--- src/hw/rtl/palette_nearest_color_search_macros.svh ---
// ---------------------------------------------------------------------------
// Assertion macros for the palette nearest color search block
// Shorthand for clocked assertions on i_clk, disabled while i_rst_n is low.
// ---------------------------------------------------------------------------
`ifndef PALETTE_NEAREST_COLOR_SEARCH_MACROS_SVH
`define PALETTE_NEAREST_COLOR_SEARCH_MACROS_SVH

// Check a consequence in the same cycle as the antecedent
`define PNCS_ASSERT_SAME(label, ante, cons, msg) \
    label: assert property (@(posedge i_clk) disable iff (!i_rst_n) (ante) |-> (cons)) \
        else $error(msg);

// Check a consequence in the cycle after the antecedent
`define PNCS_ASSERT_NEXT(label, ante, cons, msg) \
    label: assert property (@(posedge i_clk) disable iff (!i_rst_n) (ante) |=> (cons)) \
        else $error(msg);

`endif

--- src/hw/rtl/pncs_pkg.sv ---
`timescale 1ns / 1ps
// ---------------------------------------------------------------------------
// pncs_pkg
// Shared widths, types and the default palette table for the nearest color
// search block.
// ---------------------------------------------------------------------------
package pncs_pkg;

    localparam int INDEX_W             = 8;
    localparam int COLOR_W             = 8;
    localparam int ENTRY_W             = 3 * COLOR_W;
    localparam int DIST_W              = 18;
    localparam int BEST_W              = DIST_W + 1;
    localparam int COUNT_W             = 32;
    localparam int MAX_ENTRIES         = 256;
    localparam int PALETTE_ENTRIES_DEF = 256;

    // Start value of the running minimum: above any real distance
    localparam logic [BEST_W-1:0] BEST_INIT = BEST_W'(256 * 256 * 4);

    // Tag that travels with each entry through the scan pipeline
    typedef struct packed {
        logic               valid;
        logic               last;
        logic [INDEX_W-1:0] index;
    } t_scan_tag;

    typedef logic [MAX_ENTRIES-1:0][ENTRY_W-1:0] t_palette_rom;

    // Build the power-up palette: text colors, blue, red and grey ramps,
    // then the leading part of a six-level color cube
    function automatic t_palette_rom build_default_palette();
        t_palette_rom rom;
        int           ri;
        int           gi;
        int           bi;
        rom     = '0;
        rom[0]  = 24'h000000;
        rom[1]  = 24'h0000AA;
        rom[2]  = 24'h00AA00;
        rom[3]  = 24'h00AAAA;
        rom[4]  = 24'hAA0000;
        rom[5]  = 24'hAA00AA;
        rom[6]  = 24'hAA5500;
        rom[7]  = 24'hAAAAAA;
        rom[8]  = 24'h555555;
        rom[9]  = 24'h5555FF;
        rom[10] = 24'h55FF55;
        rom[11] = 24'h55FFFF;
        rom[12] = 24'hFF5555;
        rom[13] = 24'hFF55FF;
        rom[14] = 24'hFFFF55;
        rom[15] = 24'hFFFFFF;
        for (int n = 0; n < 16; n++) begin
            rom[16 + n] = {16'h0000, COLOR_W'(16 + n * 14)};
            rom[32 + n] = {COLOR_W'(16 + n * 14), 16'h0000};
            rom[48 + n] = {3{COLOR_W'(n * 16 + 8)}};
        end
        ri = 0;
        gi = 0;
        bi = 0;
        for (int n = 64; n < MAX_ENTRIES; n++) begin
            rom[n] = {COLOR_W'(ri * 51), COLOR_W'(gi * 51), COLOR_W'(bi * 51)};
            bi++;
            if (bi == 6) begin
                bi = 0;
                gi++;
                if (gi == 6) begin
                    gi = 0;
                    ri++;
                end
            end
        end
        return rom;
    endfunction

    localparam t_palette_rom DEFAULT_PALETTE = build_default_palette();

endpackage

--- src/hw/rtl/pncs_dist.sv ---
`timescale 1ns / 1ps
// ---------------------------------------------------------------------------
// pncs_dist
// Shared distance unit: squared RGB distance of one palette entry to the
// query color per cycle, registered together with the entry's scan tag.
// ---------------------------------------------------------------------------
module pncs_dist (
    input  logic                              i_clk,
    input  logic                              i_rst_n,
    input  logic [pncs_pkg::ENTRY_W-1:0]      i_query_rgb,
    input  logic [pncs_pkg::ENTRY_W-1:0]      i_entry_rgb,
    input  pncs_pkg::t_scan_tag               i_tag,
    output logic [pncs_pkg::DIST_W-1:0]       o_dist,
    output pncs_pkg::t_scan_tag               o_tag
);

    localparam int CW = pncs_pkg::COLOR_W;
    localparam int SW = 2 * CW;

    logic [CW-1:0]               w_dr;
    logic [CW-1:0]               w_dg;
    logic [CW-1:0]               w_db;
    logic [SW-1:0]               w_sr;
    logic [SW-1:0]               w_sg;
    logic [SW-1:0]               w_sb;
    logic [pncs_pkg::DIST_W-1:0] w_sum;
    logic [pncs_pkg::DIST_W-1:0] r_dist;
    pncs_pkg::t_scan_tag         r_tag;

    // Absolute component differences
    always_comb begin
        w_dr = (i_query_rgb[3*CW-1:2*CW] > i_entry_rgb[3*CW-1:2*CW])
             ? i_query_rgb[3*CW-1:2*CW] - i_entry_rgb[3*CW-1:2*CW]
             : i_entry_rgb[3*CW-1:2*CW] - i_query_rgb[3*CW-1:2*CW];
        w_dg = (i_query_rgb[2*CW-1:CW] > i_entry_rgb[2*CW-1:CW])
             ? i_query_rgb[2*CW-1:CW] - i_entry_rgb[2*CW-1:CW]
             : i_entry_rgb[2*CW-1:CW] - i_query_rgb[2*CW-1:CW];
        w_db = (i_query_rgb[CW-1:0] > i_entry_rgb[CW-1:0])
             ? i_query_rgb[CW-1:0] - i_entry_rgb[CW-1:0]
             : i_entry_rgb[CW-1:0] - i_query_rgb[CW-1:0];
    end

    // Square and sum
    always_comb begin
        w_sr  = SW'(w_dr) * SW'(w_dr);
        w_sg  = SW'(w_dg) * SW'(w_dg);
        w_sb  = SW'(w_db) * SW'(w_db);
        w_sum = pncs_pkg::DIST_W'(w_sr) + pncs_pkg::DIST_W'(w_sg)
              + pncs_pkg::DIST_W'(w_sb);
    end

    // Register the tag
    always_ff @(posedge i_clk) begin
        if (!i_rst_n) begin
            r_tag <= '0;
        end else begin
            r_tag <= i_tag;
        end
    end

    // Register the distance
    always_ff @(posedge i_clk) begin
        r_dist <= w_sum;
    end

    assign o_dist = r_dist;
    assign o_tag  = r_tag;

endmodule

--- config.mk ---
export PLATFORM = sky130hd
export DESIGN_NAME = pncs_dist
export DESIGN_NICKNAME = d
export VERILOG_FILES = /design/src/hw/rtl/palette_nearest_color_search_macros.svh /design/src/hw/rtl/pncs_pkg.sv /design/src/hw/rtl/pncs_dist.sv
export SDC_FILE = /design/constraint.sdc
export NUM_CORES = 1
export LEC_CHECK = 0
export ABC_AREA = 1
export BUFFER_PORTS_ARGS = -buffer_cell sky130_fd_sc_hd__buf_4
export CAP_MARGIN = 20
export CORE_ASPECT_RATIO = 1.25
export CORE_MARGIN = 10
export CORE_UTILIZATION = 40
export CTS_CLUSTER_SIZE = 10
export DETAILED_ROUTE_END_ITERATION = 8
export SYNTH_ARGS = -nofsm -noshare
export SYNTH_HDL_FRONTEND = slang
export SYNTH_SLANG_ARGS = --single-unit
--- constraint.sdc ---
create_clock -name i_clk -period 11 [get_ports i_clk]
set_input_delay 1.1 -clock i_clk [delete_from_list [all_inputs] [get_ports i_clk]]
set_output_delay 1.1 -clock i_clk [all_outputs]
set_load 0.02 [all_outputs]
Word level (Yosys, flattened, before mapping). Index checks and enable logic that the tools add are counted.

$add $sub $neg: 8. $lt $le $gt $ge: 3. $mul: 3. Mux-type cells: 3.

Operators with widths (count): multiplier 8 x 8 -> 16 bit (3); subtractor 8 bit (6); > comparator 8 bit (3); 2-to-1 mux 8 bit (3); adder 17 x 16 -> 18 bit (1); adder 16 x 16 -> 17 bit (1).

Flip-flop bits (word level): 28. Word-level logic and storage cells: 21.

Depth between registers and ports, before layout.
Depth in word-level cells: 5. Gate-level depth with buffers: 37.

Worst setup path before layout. No wires, ideal clock.

Path kind: input port to flip-flop. Start point: input port i_query_rgb[16] (netlist name). End point: register r_dist, in the netlist o_dist[17]. Arrival time: 7.427 ns. Path slack: 3.461 ns. Cell stages on the path: 34. Required time: 10.888 ns. Cells stage by stage: inv_1 > ha_1 > inv_1 > fa_1 > inv_1 > o21ai_2 > nand2_1 > nand2_2 > nand2_4 > inv_2 > nand2_1 > nand2_2 > nor2_1 > inv_1 > fa_1 > inv_1 > fa_1 > inv_1 > fa_1 > fa_1 > inv_1 > fa_1 > inv_1 > fa_1 > fa_1 > inv_1 > ha_1 > a21oi_1 > o21ai_0 > nand2_1 > nand3_1 > a21o_1 > nand2_1 > nand2_1.

Longest elaborated chain between the ends: 5. Elaborated cells on any way between the ends: 7. Those cells by class: 4 x add/sub; 1 x mul; 1 x order compare; 1 x mux.

Ends and longest elaborated chain: from (decl) (RTL line pncs_dist.sv:10) `input logic [pncs_pkg::ENTRY_W-1:0] i_query_rgb,`; subtractor 8 bit, or another cell as far along (RTL line pncs_dist.sv:34) `: i_entry_rgb[3*CW-1:2*CW] - i_query_rgb[3*CW-1:2*CW];`; 2-to-1 mux 8 bit (*) (RTL line pncs_dist.sv:33) `? i_query_rgb[3*CW-1:2*CW] - i_entry_rgb[3*CW-1:2*CW]`; multiplier 8 x 8 -> 16 bit (*) (RTL line pncs_dist.sv:45) `w_sr = SW'(w_dr) * SW'(w_dr);`; adder 16 x 16 -> 17 bit (*) (RTL line pncs_dist.sv:48) `w_sum = pncs_pkg::DIST_W'(w_sr) + pncs_pkg::DIST_W'(w_sg)`; adder 17 x 16 -> 18 bit (*) (RTL line pncs_dist.sv:49) `+ pncs_pkg::DIST_W'(w_sb);`; via w_sum (one bit) (RTL line pncs_dist.sv:26) `logic [pncs_pkg::DIST_W-1:0] w_sum;`; to (signal assigned) (RTL line pncs_dist.sv:63) `r_dist <= w_sum;`; to (decl) (RTL line pncs_dist.sv:27) `logic [pncs_pkg::DIST_W-1:0] r_dist;`.

Mark *: on every way through the listed nets, which the timed path passes. The rest lies on a longest branch. A chain may end at the register's enable or synchronous reset.

Worst setup path after layout.
Start point: input port i_query_rgb[16] (netlist name). End point: register r_dist, in the netlist o_dist[14].

The elaborated chain is that of the path after synthesis.

==> run metrics <==
Req. time, crit path 11.15 ns; Crit Path Category in2reg; Final Instance Area 9770 sq um; clock slew seen by the registers of the worst setup and hold paths 0.07 ns; Die ar. 28,200 sq um; CTS tree done; Initial Util 0.405; vias 6,871; Routed met3 length 350 microns; Max Used Layer met4; initial antenna violation count 0; Synth area leader fa_1; most frequent CP cell inv_1; RSZ-0062 raised after global routing false; CTS Buf Count 3; routed wire length 20.2 mm; global-route wire length before repair 35.6 mm; CP delay by family, top adder cells; Placed Area 9660 sq um; fmax 129 MHz; final routed DRC violation total 0; EDFF count, synth 0; vias in the first global route 7,549; routed length on met1 8.45 mm; Die W 152 microns; Final Setup Violations 0; deepest clock path buffer count 2; Max Cap Viol 0; Top FF cell, synth dfxtp_1; Layout Nets 1,539; fin util 0.453; 1st-pass router iterations 4; H-tree level count 1; Max FO, Critical Path 9; setup repair bufs after CTS 0; final hold vios 0; Yosys reg bits 28; Yosys Warn Count 0; crit path launch i_query_rgb[16]; commonest non-fill, non-tap cell in the layout inv_1; Hold Crit Class in2reg; Final Slew Violations 0; post-synth cell types 38; Worst slew margin 0.645; dpl hpwl 18.7 mm; DRT iter0 DRCs 322; most frequent cells in the layout inv_1 (322), nand2_1 (204), fa_1 (139), ha_1 (124), nor2_1 (92); drt wl/cell 13.5 microns; Period Utilization, post-route 0.707; pin count of the biggest net entering global routing 17; site row count 60; Die Y 185 microns; Setup TNS 0 ns; # hold bufs at CTS 0; ANT cells 0; Synth-to-Final Area Change 11.9%; share of layout cells above drive strength 1 0.127; post-cts resize count 0; largest stage delay on the critical path 0.55 ns; Antenna Nets Post-Route 0; crit path DAT 7.93 ns; Vias/cell 4.60; status finished, final reports clean; GR Overflow Total 0; Mapped Cells 1,135; Synth top area share 0.319; syn nets 1,458; Tmin final 7.78 ns; CORE AREA 21,500 sq um; CP Capture Type register; post-synthesis sequential area ratio 0.0642; Total GRT Usage 0.150; clk sink count 28; Synth area leaders fa_1 (32%), ha_1 (18%), inv_1 (14%); Netlist Area Pre-Place 8730 sq um; Slowest-stage cell, CP fa_1; clock root buffer clkbuf_16; ys async rst share 0; Hold Startpoint i_tag[0]; Synth Area per Inst 7.69 sq um; WL met2 10.7 mm; Slew @ Worst Pin 0.532 ns; critical path startpoint category input pin; port bufs 87; Placer Congestion 0.897; Bufs and invs on worst path 11; Ports 88
sequential cells by signal, indices dropped and copies added (netlist names):
name    flops
o_tag      10
o_dist     18
area by class of cell:
| type | instances | area, sq um |
|---|---|---|
| Clock inverter | 1 | 30.0 |
| Tap cell | 279 | 349 |
| Multi-Input combinational cell | 767 | 6860 |
| Sequential cell | 28 | 561 |
| Inverter | 329 | 1240 |
| Clock buffer | 3 | 75.1 |
| Timing Repair Buffer | 87 | 653 |
| Fill cell | 2214 | 11800 |
path summary, 6_finish.rpt:
kind	slack, ns	endpoint	cells after the start
max	3.22	o_dist[14]$_DFF_P_	33
min	1.0	o_tag[0]$_SDFF_PN0_	3
kinds of logic (layout without fill, tap and decap cells):
family	Yosys count	in the layout	share of synthesized area
AOI/OAI and AO/OA	84	84	0.0593
xor gates and xnor gates	30	30	0.0301
adders and majority gates	263	263	0.496
buffers and inverters	340	420	0.150
DFF	28	28	0.0642
and+or+nand+nor	390	390	0.200
metal layers:
metal / track usage / vias to the layer above
met5: 0 / -
met4: 0.0513 / 0
met3: 0.00951 / 25
met2: 0.290 / 100
met1: 0.171 / 3256
li1: - / 3490
through the flow:
| step | hold slack [ns] | setup slack [ns] | std cells |
|---|---|---|---|
| 6_report | 0.998 | 3.22 | 1494 |
| 4_1_cts | 0.995 | 3.22 | 1494 |
| 5_1_grt | 1.00 | 2.71 | 1494 |
| 3_3_place_gp | 1.28 | 3.02 | 1490 |
| 3_5_place_dp | 1.28 | 2.93 | 1490 |
| 2_1_floorplan | 1.19 | 3.46 | 1135 |
cells in the mapped netlist (2+ instances only):
cell and count:
nand2_2 23, or2_2 2, nor2_1 92, dfxtp_1 28, o21a_1 6, a21oi_1 38, o21ai_2 3, nor2_4 2
a31oi_1 2, inv_1 322, a21oi_2 3, nand3_2 2, nand4_1 8, xnor2_1 13, buf_2 3, o21ai_1 4
ha_1 124, nand3_1 37, inv_2 6, nand2_1 204, nand2_4 12, o21ai_0 10, buf_4 5, xor2_1 17
o21bai_1 8, a21o_1 6, fa_1 139, nor2_2 5, clkbuf_1 2
Power is not shown: default switching activity piles up to over one toggle a cycle in this logic, so the estimate is an artifact.
